$ cat src/clws_pkg.sv
// Types and constants for the character LCD write sequencer.
`default_nettype none

package clws_pkg;

  localparam logic [2:0] MODE_DATA   = 3'd0;
  localparam logic [2:0] MODE_INSTR  = 3'd1;
  localparam logic [2:0] MODE_INIT   = 3'd2;
  localparam logic [2:0] MODE_CURSOR = 3'd3;
  localparam logic [2:0] MODE_NUMBER = 3'd4;

  localparam logic [1:0] CFG_BUS_WIDTH  = 2'd0;
  localparam logic [1:0] CFG_ENABLE_HOLD = 2'd1;
  localparam logic [1:0] CFG_POWER_WAIT = 2'd2;

  localparam logic [7:0] POWER_WAIT_RST = 8'd30;

  localparam logic [7:0] INIT_FUNC_8B   = 8'b0011_1000;
  localparam logic [7:0] INIT_DISP_ON   = 8'b0000_1111;
  localparam logic [7:0] INIT_CLEAR     = 8'b0000_0001;
  localparam logic [7:0] INIT_NIB_FUNC  = 8'b0000_0010;
  localparam logic [7:0] INIT_NIB_LINES = 8'b0000_1000;
  localparam logic [7:0] LINE_OFFSET    = 8'h40;
  localparam logic [7:0] CMD_SET_DDRAM  = 8'h80;
  localparam logic [3:0] ASCII_DIGIT_HI = 4'h3;

  // x / 10 == (x * 0xCCCD) >> 19 for any 16-bit x
  localparam logic [15:0] DIV10_MUL   = 16'hCCCD;
  localparam int          DIV10_SHIFT = 19;
  localparam int          NUM_DIGITS  = 5;

  typedef struct packed {
    logic [2:0]  mode;
    logic [15:0] value;
    logic [5:0]  column;
    logic        row;
  } in_word_t;

  typedef struct packed {
    logic [7:0] bus_value;
    logic       register_select;
    logic [7:0] wait_before_ms;
    logic       last_strobe;
  } out_word_t;

  typedef enum logic [1:0] {
    ST_IDLE,
    ST_START,
    ST_CONV,
    ST_EMIT
  } state_t;

  typedef struct packed {
    logic capture;
    logic conv_step;
    logic load_out;
  } dp_cmd_t;

  typedef struct packed {
    logic mode_ok;
    logic mode_num;
    logic conv_done;
    logic is_last;
  } dp_sts_t;

endpackage

`default_nettype wire

$ cat src/clws_dp.sv
// Datapath: config registers, request capture, digit conversion, strobe word.
`default_nettype none

module clws_dp
  import clws_pkg::*;
(
  input  wire logic       clk,
  input  wire logic       rst_n,
  input  wire in_word_t   in_data,
  input  wire logic       cfg_we,
  input  wire logic [1:0] cfg_index,
  input  wire logic [7:0] cfg_data,
  input  wire dp_cmd_t    cmd,
  output dp_sts_t         sts,
  output out_word_t       out_data
);

  logic        bus_four_r;
  logic [7:0]  power_wait_r;

  logic [2:0]  mode_r;
  logic [7:0]  byte_r;
  logic [15:0] num_r;
  logic [3:0]  dig_r [NUM_DIGITS];
  logic [2:0]  cnt_r;
  logic [2:0]  idx_r;
  logic        half_r;
  out_word_t   out_r;

  logic [31:0] prod;
  logic [15:0] quot;
  logic [15:0] quot_x10;
  logic [3:0]  rem;
  logic [7:0]  cursor_byte;
  logic [7:0]  ent_byte;
  logic        ent_single;
  logic [2:0]  nent;
  logic [3:0]  dig_sel;
  logic        ent_last;
  logic        strobe_last;
  out_word_t   strobe;

  // enable hold time is applied downstream; the write is accepted and dropped
  always_ff @(posedge clk) begin
    if (!rst_n) begin
      bus_four_r   <= 1'b1;
      power_wait_r <= POWER_WAIT_RST;
    end else if (cfg_we) begin
      unique case (cfg_index)
        CFG_BUS_WIDTH:   bus_four_r   <= cfg_data[0];
        CFG_POWER_WAIT:  power_wait_r <= cfg_data;
        CFG_ENABLE_HOLD: ;
        default: ;
      endcase
    end
  end

  assign prod     = 32'(num_r) * 32'(DIV10_MUL);
  assign quot     = 16'(prod >> DIV10_SHIFT);
  assign quot_x10 = 16'({quot, 3'b000} + {2'b00, quot, 1'b0});
  assign rem      = 4'(num_r - quot_x10);

  assign cursor_byte = CMD_SET_DDRAM
                     | 8'({2'b00, in_data.column} + (in_data.row ? LINE_OFFSET : 8'h00));

  always_ff @(posedge clk) begin
    if (cmd.capture) begin
      mode_r <= in_data.mode;
      num_r  <= in_data.value;
      byte_r <= (in_data.mode == MODE_CURSOR) ? cursor_byte : in_data.value[7:0];
      cnt_r  <= '0;
      idx_r  <= '0;
      half_r <= 1'b0;
    end else begin
      if (cmd.conv_step) begin
        num_r    <= quot;
        cnt_r    <= cnt_r + 3'd1;
        dig_r[0] <= rem;
        for (int k = 1; k < NUM_DIGITS; k++) begin
          dig_r[k] <= dig_r[k-1];
        end
      end
      if (cmd.load_out) begin
        if (bus_four_r && !ent_single && !half_r) begin
          half_r <= 1'b1;
        end else begin
          half_r <= 1'b0;
          idx_r  <= idx_r + 3'd1;
        end
      end
    end
  end

  always_comb begin
    unique case (idx_r)
      3'd0:    dig_sel = dig_r[0];
      3'd1:    dig_sel = dig_r[1];
      3'd2:    dig_sel = dig_r[2];
      3'd3:    dig_sel = dig_r[3];
      3'd4:    dig_sel = dig_r[4];
      default: dig_sel = '0;
    endcase
  end

  always_comb begin
    ent_byte   = byte_r;
    ent_single = 1'b0;
    nent       = 3'd1;
    unique case (mode_r)
      MODE_INIT: begin
        if (bus_four_r) begin
          nent = 3'd5;
          unique case (idx_r)
            3'd0, 3'd1: begin
              ent_byte   = INIT_NIB_FUNC;
              ent_single = 1'b1;
            end
            3'd2: begin
              ent_byte   = INIT_NIB_LINES;
              ent_single = 1'b1;
            end
            3'd3:    ent_byte = INIT_DISP_ON;
            default: ent_byte = INIT_CLEAR;
          endcase
        end else begin
          nent = 3'd3;
          unique case (idx_r)
            3'd0:    ent_byte = INIT_FUNC_8B;
            3'd1:    ent_byte = INIT_DISP_ON;
            default: ent_byte = INIT_CLEAR;
          endcase
        end
      end
      MODE_NUMBER: begin
        nent     = cnt_r;
        ent_byte = {ASCII_DIGIT_HI, dig_sel};
      end
      default: ;
    endcase
  end

  assign ent_last    = (idx_r == nent - 3'd1);
  assign strobe_last = ent_last && (!bus_four_r || ent_single || half_r);

  always_comb begin
    strobe.register_select = (mode_r == MODE_DATA) || (mode_r == MODE_NUMBER);
    strobe.wait_before_ms  = (mode_r == MODE_INIT && idx_r == 3'd0 && !half_r)
                           ? power_wait_r : 8'd0;
    strobe.last_strobe     = strobe_last;
    if (!bus_four_r) begin
      strobe.bus_value = ent_byte;
    end else if (ent_single || half_r) begin
      strobe.bus_value = {4'h0, ent_byte[3:0]};
    end else begin
      strobe.bus_value = {4'h0, ent_byte[7:4]};
    end
  end

  always_ff @(posedge clk) begin
    if (cmd.load_out) begin
      out_r <= strobe;
    end
  end

  assign out_data = out_r;

  assign sts.mode_ok   = (mode_r <= MODE_NUMBER);
  assign sts.mode_num  = (mode_r == MODE_NUMBER);
  assign sts.conv_done = (quot == 16'd0);
  assign sts.is_last   = strobe_last;

endmodule

`default_nettype wire

$ cat src/clws_ctrl.sv
// Controller: request sequencing and output valid handling.
`default_nettype none

module clws_ctrl
  import clws_pkg::*;
(
  input  wire logic    clk,
  input  wire logic    rst_n,
  input  wire logic    in_valid,
  output logic         in_stall,
  output logic         out_valid,
  input  wire logic    out_stall,
  input  wire dp_sts_t sts,
  output dp_cmd_t      cmd
);

  state_t state_r;
  state_t state_nxt;
  logic   out_valid_r;
  logic   out_valid_nxt;
  logic   out_free;

  assign out_free = !out_valid_r || !out_stall;

  always_ff @(posedge clk) begin
    if (!rst_n) begin
      state_r     <= ST_IDLE;
      out_valid_r <= 1'b0;
    end else begin
      state_r     <= state_nxt;
      out_valid_r <= out_valid_nxt;
    end
  end

  always_comb begin
    state_nxt     = state_r;
    cmd           = '0;
    in_stall      = 1'b1;
    out_valid_nxt = out_valid_r && out_stall;
    unique case (state_r)
      ST_IDLE: begin
        in_stall = 1'b0;
        if (in_valid) begin
          cmd.capture = 1'b1;
          state_nxt   = ST_START;
        end
      end
      ST_START: begin
        if (!sts.mode_ok) begin
          state_nxt = ST_IDLE;
        end else if (sts.mode_num) begin
          state_nxt = ST_CONV;
        end else begin
          state_nxt = ST_EMIT;
        end
      end
      ST_CONV: begin
        cmd.conv_step = 1'b1;
        if (sts.conv_done) begin
          state_nxt = ST_EMIT;
        end
      end
      ST_EMIT: begin
        if (out_free) begin
          cmd.load_out  = 1'b1;
          out_valid_nxt = 1'b1;
          if (sts.is_last) begin
            state_nxt = ST_IDLE;
          end
        end
      end
      default: state_nxt = ST_IDLE;
    endcase
  end

  assign out_valid = out_valid_r;

endmodule

`default_nettype wire

$ cat src/char_lcd_write_sequencer_core.sv
// Top level of the character LCD write sequencer.
// Each request word becomes a run of enable-strobe words: bus value, register select, wait
// before the strobe and a last-strobe mark; the display side applies the millisecond timing.
// One request is handled at a time: the request is captured, a decimal number is then
// converted digit by digit in the divide-by-ten unit (up to 5 digits), and each strobe leaves
// through the output register, one per cycle when the result side does not stall. The next
// request is taken once the final strobe is loaded, even while it still waits in the output
// register. Unused modes give no strobes.
// Config writes are always ready and take effect immediately; write them only when idle.
`default_nettype none

module char_lcd_write_sequencer_core
  import clws_pkg::*;
(
  input  wire logic       clk,
  input  wire logic       rst_n,
  input  wire logic       in_valid,
  output logic            in_stall,
  input  wire in_word_t   in_data,
  output logic            out_valid,
  input  wire logic       out_stall,
  output out_word_t       out_data,
  input  wire logic       cfg_valid,
  output logic            cfg_ready,
  input  wire logic [1:0] cfg_index,
  input  wire logic [7:0] cfg_data
);

  dp_cmd_t cmd;
  dp_sts_t sts;

  assign cfg_ready = 1'b1;

  clws_ctrl u_ctrl (
    .clk       (clk),
    .rst_n     (rst_n),
    .in_valid  (in_valid),
    .in_stall  (in_stall),
    .out_valid (out_valid),
    .out_stall (out_stall),
    .sts       (sts),
    .cmd       (cmd)
  );

  clws_dp u_dp (
    .clk       (clk),
    .rst_n     (rst_n),
    .in_data   (in_data),
    .cfg_we    (cfg_valid && cfg_ready),
    .cfg_index (cfg_index),
    .cfg_data  (cfg_data),
    .cmd       (cmd),
    .sts       (sts),
    .out_data  (out_data)
  );

endmodule

`default_nettype wire

$ cat config.mk
export PLATFORM = sky130hd
export DESIGN_NAME = char_lcd_write_sequencer_core
export DESIGN_NICKNAME = d
export VERILOG_FILES = /design/src/clws_pkg.sv /design/src/clws_dp.sv /design/src/clws_ctrl.sv /design/src/char_lcd_write_sequencer_core.sv
export SDC_FILE = /design/constraint.sdc
export NUM_CORES = 1
export LEC_CHECK = 0
export BUFFER_PORTS_ARGS = -buffer_cell sky130_fd_sc_hd__buf_2
export CAP_MARGIN = 20
export CORE_UTILIZATION = 41
export CTS_BUF_LIST = sky130_fd_sc_hd__clkbuf_8
export CTS_CLUSTER_SIZE = 28
export DETAILED_ROUTE_END_ITERATION = 8
export PLACE_DENSITY = 0.65
export SLEW_MARGIN = 20
export SYNTH_ARGS = -nofsm -noshare
export SYNTH_HDL_FRONTEND = slang
export SYNTH_HIERARCHICAL = 1
export SYNTH_SLANG_ARGS = --single-unit
$ cat constraint.sdc
create_clock -name clk -period 8.3 [get_ports clk]
set_input_delay 0.83 -clock clk [delete_from_list [all_inputs] [get_ports clk]]
set_output_delay 0.83 -clock clk [all_outputs]
set_load 0.005 [all_outputs]
==> summary by stage, run 1 <==
Synth
Of the total synthesized cell area, the portion taken by XOR and XNOR cells is 0.02639. The number of standard cells after synthesis is 830. The synthesized netlist occupies a cell area of 8628 sq um.

The number of nets handed over by synthesis was 1091. The async set-reset flop share out of synthesis is 0. For this run, the leading register cell type out of synthesis is edfxtp_1. The count of flip-flops with a built-in enable after synthesis is 65.

The compound-gate portion of the synthesized area is 0.1003. The synthesized area per cell is 10.40 sq um. Ranked by total cell area, the synthesized netlist is headed by edfxtp_1, ha_1, fa_1. The share of the synthesized area in the top cell type is 0.2262. Of the total synthesized cell area, the portion taken by AND, OR, NAND and NOR gates is 0.09861. In this run, synthesis produced a sequential element count of 84. Of all cell types, the one taking the most synthesized area is edfxtp_1. By area, the combinational part of the netlist is dominated by adder cells.

Of the total synthesized cell area, the portion taken by full adders, half adders and majority gates is 0.3878. The register area share after synthesis is 0.2703. The netlist uses 70 different library cells. After synthesis, the share of cell area in mux cells is 0.03060.

For this run, the number of Yosys warnings is 6.

Critical path
The maximum fanout count along the critical path is 7. On the critical path, the stage with the largest delay is an instance of fa_1. The peak per-stage delay on the critical path is 0.58 ns. The required time of the worst setup path is 8.60 ns.

STA classifies the critical path startpoint as a flip-flop. By startpoint and endpoint, the worst setup path is classified as flip-flop to flip-flop. Data arrives at the worst endpoint at 7.08 ns. Among the stages of the critical path, the cell type that occurs most often is inv_1. STA classifies the critical path endpoint as a flip-flop. Traced cell by cell, the critical path runs through inv_1 -> ha_1 -> inv_1 -> ha_1 -> inv_1 -> fa_1 -> inv_1 -> fa_1 -> fa_1 -> inv_1 -> fa_1 -> inv_1 -> ha_1 -> a211oi_1 -> o21bai_1 -> a211o_1 -> a2111oi_0 -> nor3b_1 -> a2111o_1 -> nand4b_1 -> nor4_2 -> mux2_2 -> o21ai_1 -> a31oi_1.

Timing
Adding up every negative setup slack in the final design gives 0 ns. The highest clock frequency the design can meet is 0.1475 GHz. The clock arrives with 0.01223 ns of skew. For the pin with the worst max-slew slack, the measured transition is 0.9609 ns. The final setup violation count is 0. The shortest period the worst path allows is 6.779 ns. Setup repair after global routing left no endpoint under its margin.

The count of final hold-check violations was 0. The max-slew violation count is 0. Headroom to the max-slew limit came out at 0.3579. In the finished design, the share of the clock period the worst path needs comes to 0.8167.

Cells and area
The synthesis-to-finish area growth is 9.223%. The most frequent standard cell in the layout excluding fill and tap cells is inv_1. The final antenna diode count is 0. The layout filler cell count is 1952. In the layout the commonest cells are inv_1, ha_1, fa_1. For this run, the share of the core covered by cells in the final layout is 0.4613. Excluding fillers, the count of instances in the completed layout stands at 1159. The proportion of layout cells with a drive suffix above 1 is 0.1170. Summing all non-filler instances in the final layout gives an area of 9424 sq um. In the final design database the tool counted 1145 nets.

Clocking
The count of cells resized by post-cts repair is 0. The clock tree from TritonCTS is yes. The insertion delay to the later sink of the worst-skew pair is 0.37 ns. The largest buffer count on any clock path is 2. Post-CTS timing repair inserted 0 buffers for setup. The root buffer cell is clkbuf_8. Counting the buffers created by CTS gives 9. The number of hold buffers added after cts is 0.

The CTS H-tree depth is 3. The number of clock sinks seen by CTS is 84. The clock transition at the registers of the reported paths is 0.09 ns.

Route
The routed via count divided by cell count is 5.257. After the first detailed-routing iteration, the DRC count stood at 591. Before antenna repair, the detailed router went through 5 iterations.

The post-route antenna net violation count is 0. The count of vias placed by the detailed router is 6093. The total length of routed wires is 20490 um.

After detailed routing, the number of remaining DRC violations is 0. The routed wire length per instance is 17.68 um.

Die
62 I/O pins were placed. The initialized floorplan defines 52 standard-cell rows. The starting density of the core is 0.4223. From left edge to right edge, the die measures 147.1 um. The total area inside the core boundary comes to 20430 sq um. The die outline height is 147.1 um. The floorplan step defined a die boundary enclosing 21630 sq um.

Worst hold path
The worst min-delay path category is flip-flop to flip-flop.

GRT
The first global-routing pass estimated 33060 um of wire. The overall fraction of global-route tracks in use is 0.2000. The number of global-route vias before repair is 6234. The number of antenna violations at the first check in global routing was 0. Global routing finished with a remaining overflow of 0. Entering global routing, the biggest net connects 44 pins.

Place
After detailed placement, the total cell area comes to 9211 sq um. During placement, the flow inserted port buffers numbering 60. At the end of routability-driven placement, the weighted congestion stood at 0.9373. The half-perimeter wire length after placement is 17020 um.

After detailed placement, the design holds a cell count of 1143.

Flow run
The number of max-cap violations is 0.

Outcome
The run finished with clean final reports.
-- worst paths after layout --
kind | startpoint | endpoint | slack (ns) | cells after the start
setup / recovery | u_dp/num_r[0]$_DFFE_PP_ | u_ctrl/state_r[0]$_SDFFE_PN0P_ | 1.52 | 24
hold / removal | u_dp/dig_r[0][15]$_DFFE_PP_ | u_dp/dig_r[0][19]$_DFFE_PP_ | 0.45 | 0
setup reg to reg | u_dp/num_r[0]$_DFFE_PP_ | u_ctrl/state_r[0]$_SDFFE_PN0P_ | 1.52 | 24
hold reg to reg | u_dp/dig_r[0][15]$_DFFE_PP_ | u_dp/dig_r[0][19]$_DFFE_PP_ | 0.45 | 0
-- Yosys cell counts, types with 14 or more instances --
master,count
xnor2_1,14
ha_1,141
and2_1,16
mux2i_1,14
clkbuf_1,14
inv_1,175
edfxtp_1,65
a21oi_1,25
nor2_1,32
o21ai_0,23
nand2_1,37
fa_1,79
dfxtp_1,19
-- routing by layer --
layer | track usage | wire (um) | up-vias
met3 | 0.02826 | 962 | 28
li1 | - | - | 2929
met1 | 0.2767 | 9305 | 2973
met4 | 0.05361 | 401 | 0
met5 | 0 | 0 | -
met2 | 0.3278 | 9822 | 163
-- worst max-delay path, delay by kind of cell, from the launching register on --
kind / cells / cell delay, ns
adders and majority gates: 7 / 3.16
muxes: 1 / 0.18
AOI/OAI and AO/OA: 7 / 1.89
buffers and inverters: 6 / 0.42
and+or+nand+nor: 3 / 0.52
DFF: 1 / 0.54
-- through the flow --
| step | hold slack, ns | setup WS (ns) |
|---|---|---|
| 4_1_cts | 0.4517 | 1.544 |
| 5_1_grt | 0.4672 | 1.172 |
| 2_1_floorplan | 0.4260 | 1.997 |
| 6_report | 0.4495 | 1.521 |
| 3_5_place_dp | 0.4336 | 1.606 |
| 3_3_place_gp | 0.4289 | 1.679 |
-- logic make-up after synthesis --
kind of cell,after synthesis
adder cells (fa/ha/maj),220
buffers and inverters,194
AND/OR/NAND/NOR,159
AO/OA/AOI/OAI,121
flip-flops,84
XOR/XNOR,26
multiplexers,25
other,1
-- area by class of cell --
class / instances / area (sq um) / area share
Sequential cell: 84 / 2332 / 0.2475
Clock buffer: 9 / 123.9 / 0.01314
Timing Repair Buffer: 62 / 315.3 / 0.03346
Inverter: 175 / 656.9 / 0.06970
Multi-Input combinational cell: 552 / 5574 / 0.5915
Clock inverter: 7 / 83.83 / 0.008895
Tap cell: 270 / 337.8 / 0.03585
-- registers in the layout, summed over array words and instances, names as in the netlist, named ones only --
register and cells:
u_dp/out_data 18, u_dp/dig_r 20, u_dp/power_wait_r 8, u_dp/bus_four_r 1, u_dp/byte_r 8, u_dp/num_r 16
u_dp/cnt_r 3, u_ctrl/state_r 1, u_dp/idx_r 3, u_dp/half_r 1, u_dp/mode_r 3, u_ctrl/out_valid 1
Power of run 1 is not shown: default switching activity piles up to over one toggle a cycle in this logic, so the estimate is an artifact.
==> inputs of run 2 (changes only) <==
Settings changed: ABC_AREA from default to 1, PLACE_DENSITY 0.65 to 0.67.
Clock period 8.3 ns to 6.2 ns, I/O delays scaled along.
==> summary by stage, run 2 <==
Outcome
The run finished with clean final reports.

Timing
The slew at the pin closest to its max-slew limit was 0.8879 ns (-0.07301 ns). The setup slack of the critical path after layout is 0.3369 ns (-1.184 ns). The worst clock skew on the final layout is 0.01904 ns (+0.006815 ns). Setup repair after global routing left no endpoint under its margin. The final period utilization was 0.9457 (+0.1289). The final setup violation count is 0 (unchanged). The count of final hold-check violations is 0 (unchanged).

The worst relative slew slack is 0.4066 (+0.04876). The max-slew violation count was 0 (unchanged). The setup total negative slack is 0 ns (unchanged).

The highest clock frequency the design can meet came to 0.1706 GHz (+16%). The worst hold slack is 0.4372 ns (-0.01229 ns). The shortest period the worst path allows was 5.863 ns (-0.9159 ns).

Critical path
The startpoint type of the worst setup path is a flip-flop. The required time of the worst setup path is 6.33 ns (-2.27 ns). The worst setup path is captured at a flip-flop. The most numerous cell on the critical path is inv_1. The maximum fanout count along the critical path is 5 (-2).

The setup path with the least slack is of type flip-flop to flip-flop. The peak per-stage delay on the critical path is 0.54 ns (-0.04 ns). The slowest stage of the critical path is the fa_1 cell. The data arrival time of the worst path is 6.00 ns (-1.08 ns).

Cells and area
The number of flip-flops in the largest register is 20 (unchanged). From synthesis to final layout, the design area changed by 10.62%. The most frequent standard cell in the layout excluding fill and tap cells is inv_1.

The final antenna diode count came to 0 (unchanged). The final cell count without fillers is 1463 (+26%). The layout filler cell count is 2208 (+13%).

The top cell types in the final layout, fill and taps aside, are inv_1, nand2_1, ha_1. u_dp/dig_r holds more flip-flops than any other register. The net count of the finished layout is 1439 (+26%). The proportion of layout cells with a drive suffix above 1 came to 0.1167 (-0.0003328).

Worst hold path
The worst min-delay path category is primary input to flip-flop.

Place
The final weighted congestion in routability-driven placement is 0.9539 (+1.8%). The number of cells after detailed placement is 1435 (+26%). The half-perimeter wire length after placement is 19030 um (+12%). The number of port buffers is 60 (unchanged). The post-placement worst setup slack is 0.2001 ns (-1.406 ns).

Synth
The number of standard cells after synthesis was 1099 (+32%). inv_1 is the most common cell in the netlist. The share of the synthesized area in the top cell type is 0.2121 (-0.01412). The post-synthesis net count came to 1360 (+25%).

The number of unique standard cell types used by synthesis is 44 (-37%). The combined area of all synthesized cells was 9203 sq um (+6.7%). The count of flip-flops with a built-in enable after synthesis is 65 (unchanged). The register area share after synthesis is 0.2534 (-0.01687). The synthesized area per cell is 8.374 sq um (-19%).

The flip-flop and latch count after synthesis is 84 (unchanged). The warning count from the yosys run was 6 (unchanged). The async set-reset flop share out of synthesis is 0 (unchanged). Summed over all instances, the cell type with the most area after synthesis is edfxtp_1. By area the synthesized netlist is led by edfxtp_1, ha_1, fa_1. By count the netlist is led by inv_1, nand2_1, ha_1. The prevailing post-synth register cell is edfxtp_1.

Die
The placeable core region is 21890 sq um (+7.2%). The starting density of the core is 0.4204 (-0.001960). The total die area is 23050 sq um (+6.6%).

The die outline height is 151.8 um (+3.2%). The number of rows created at floorplan is 54 (+3.8%). The count of pins on the block boundary came to 62 (unchanged). The die width was 151.8 um (+3.2%).

Route
The number of DRC markers in iteration 0 was 501 (-15%). The count of vias placed by the detailed router came to 7149 (+17%). The post-route antenna net violation count is 0 (unchanged).

The routed via count divided by cell count is 4.887 (-7.0%). The remaining routing DRC violations is 0 (unchanged). The number of detailed-route iterations in the first pass is 5 (unchanged).

The total length of routed wires is 22680 um (+11%). The routed wire length per instance is 15.50 um (-12%).

GRT
The wire length of the first global-routing pass is 37080 um (+12%). The number of global-route vias before repair is 7222 (+16%). The overall fraction of global-route tracks in use came to 0.2056 (+0.005611). The total global routing overflow is 0 (unchanged).

The met2 track demand over resource in global routing is 0.3459 (+0.01806). The number of antenna violations at the first check in global routing came to 0 (unchanged). The global routing stage identified its most utilized layer as met2. The met3 demand-to-capacity share in global routing was 0.03309 (+0.004825). The global-route track usage on met1 is 0.2705 (-0.006173). The pin count of the biggest net entering global routing is 37 (-16%).

Clocking
TritonCTS built the clock tree. The insertion delay to the later sink of the worst-skew pair is 0.38 ns (about the same). Clock tree synthesis selected as its root buffer the cell clkbuf_8. The number of clock sinks seen by CTS is 84 (unchanged). The CTS H-tree depth came to 3 (unchanged). The clock transition at the registers of the reported paths is 0.09 ns (about the same). The number of CTS-inserted buffers is 9 (unchanged). The largest buffer count on any clock path came to 2 (unchanged).

Flow run
The number of max-cap violations was 0 (unchanged).
[run 2: changes by cell type after synthesis, moves of 7 or more]
cell,previous run,this run
mux2i_1,14,0
nor2b_1,8,0
nand2_1,37,231
nand3_1,11,35
and2_1,16,1
a21o_1,10,2
nand2_2,0,8
nor3_1,12,4
clkbuf_1,14,4
nor2_1,32,70
a21oi_1,25,38
inv_1,175,282
xnor2_1,14,7
[run 2: worst paths after layout]
| kind | slack [ns] | to | startpoint | depth (start not counted) |
|---|---|---|---|---|
| worst min-delay path | 0.44 | u_dp/mode_r[2]$_DFFE_PP_ | in_data[25] | 1 |
| worst max register to register | 0.34 | u_dp/dig_r[0][3]$_DFFE_PP_ | u_dp/num_r[6]$_DFFE_PP_ | 28 |
| worst max-delay path | 0.34 | u_dp/dig_r[0][3]$_DFFE_PP_ | u_dp/num_r[6]$_DFFE_PP_ | 28 |
| worst min register to register | 0.44 | u_dp/dig_r[0][7]$_DFFE_PP_ | u_dp/dig_r[0][3]$_DFFE_PP_ | 0 |
[run 2: critical path, delay by kind of cell (launching register included)]
family / cells / cell delay, ns
adders and majority gates: 8 / 3.52
xor gates and xnor gates: 1 / 0.20
DFF: 1 / 0.52
and+or+nand+nor: 10 / 0.84
buffers and inverters: 9 / 0.53
[run 2: final cells by class]
type                    count  area [sq um]  area share
well taps                 280         350.3     0.03441
inverters                 289          1092      0.1073
multi-input cells         717          5761      0.5659
clock inverters             7         92.59    0.009095
repair buffers             77         427.9     0.04204
clock buffers               9         123.9     0.01217
flip-flops and latches     84          2332      0.2291
[run 2: per-layer routing]
| layer | routed length, um | up-vias |
|---|---|---|
| met4 | 643 | 0 |
| met2 | 10830 | 167 |
| met5 | 0 | - |
| li1 | - | 3568 |
| met1 | 10210 | 3368 |
| met3 | 992 | 46 |
[run 2: kinds of logic after synthesis]
group / count (synthesis) / synth area share
simple gates: 379 / 0.1757
buf+inv: 298 / 0.1245
fa+ha+maj: 220 / 0.3636
compound gates: 93 / 0.05765
flops: 84 / 0.2534
xor+xnor: 17 / 0.01618
mux: 7 / 0.008566
other cells: 1 / 0.0004075
[run 2: timing repair]
action                     CTS  global route
gates resized for setup      0             5
setup endpoints to repair    0             3
setup buffers                0            12
hold buffers                 0             0
[run 2: stage by stage]
step / cell area [sq um] / util
CTS: 10060 / 0.4595
global placement: 9843 / 0.4496
finish: 10180 / 0.4650
floorplan: 9203 / -
global route: 10180 / 0.4650
detailed placement: 9843 / 0.4496
Power of run 2 is left out for the same reason.
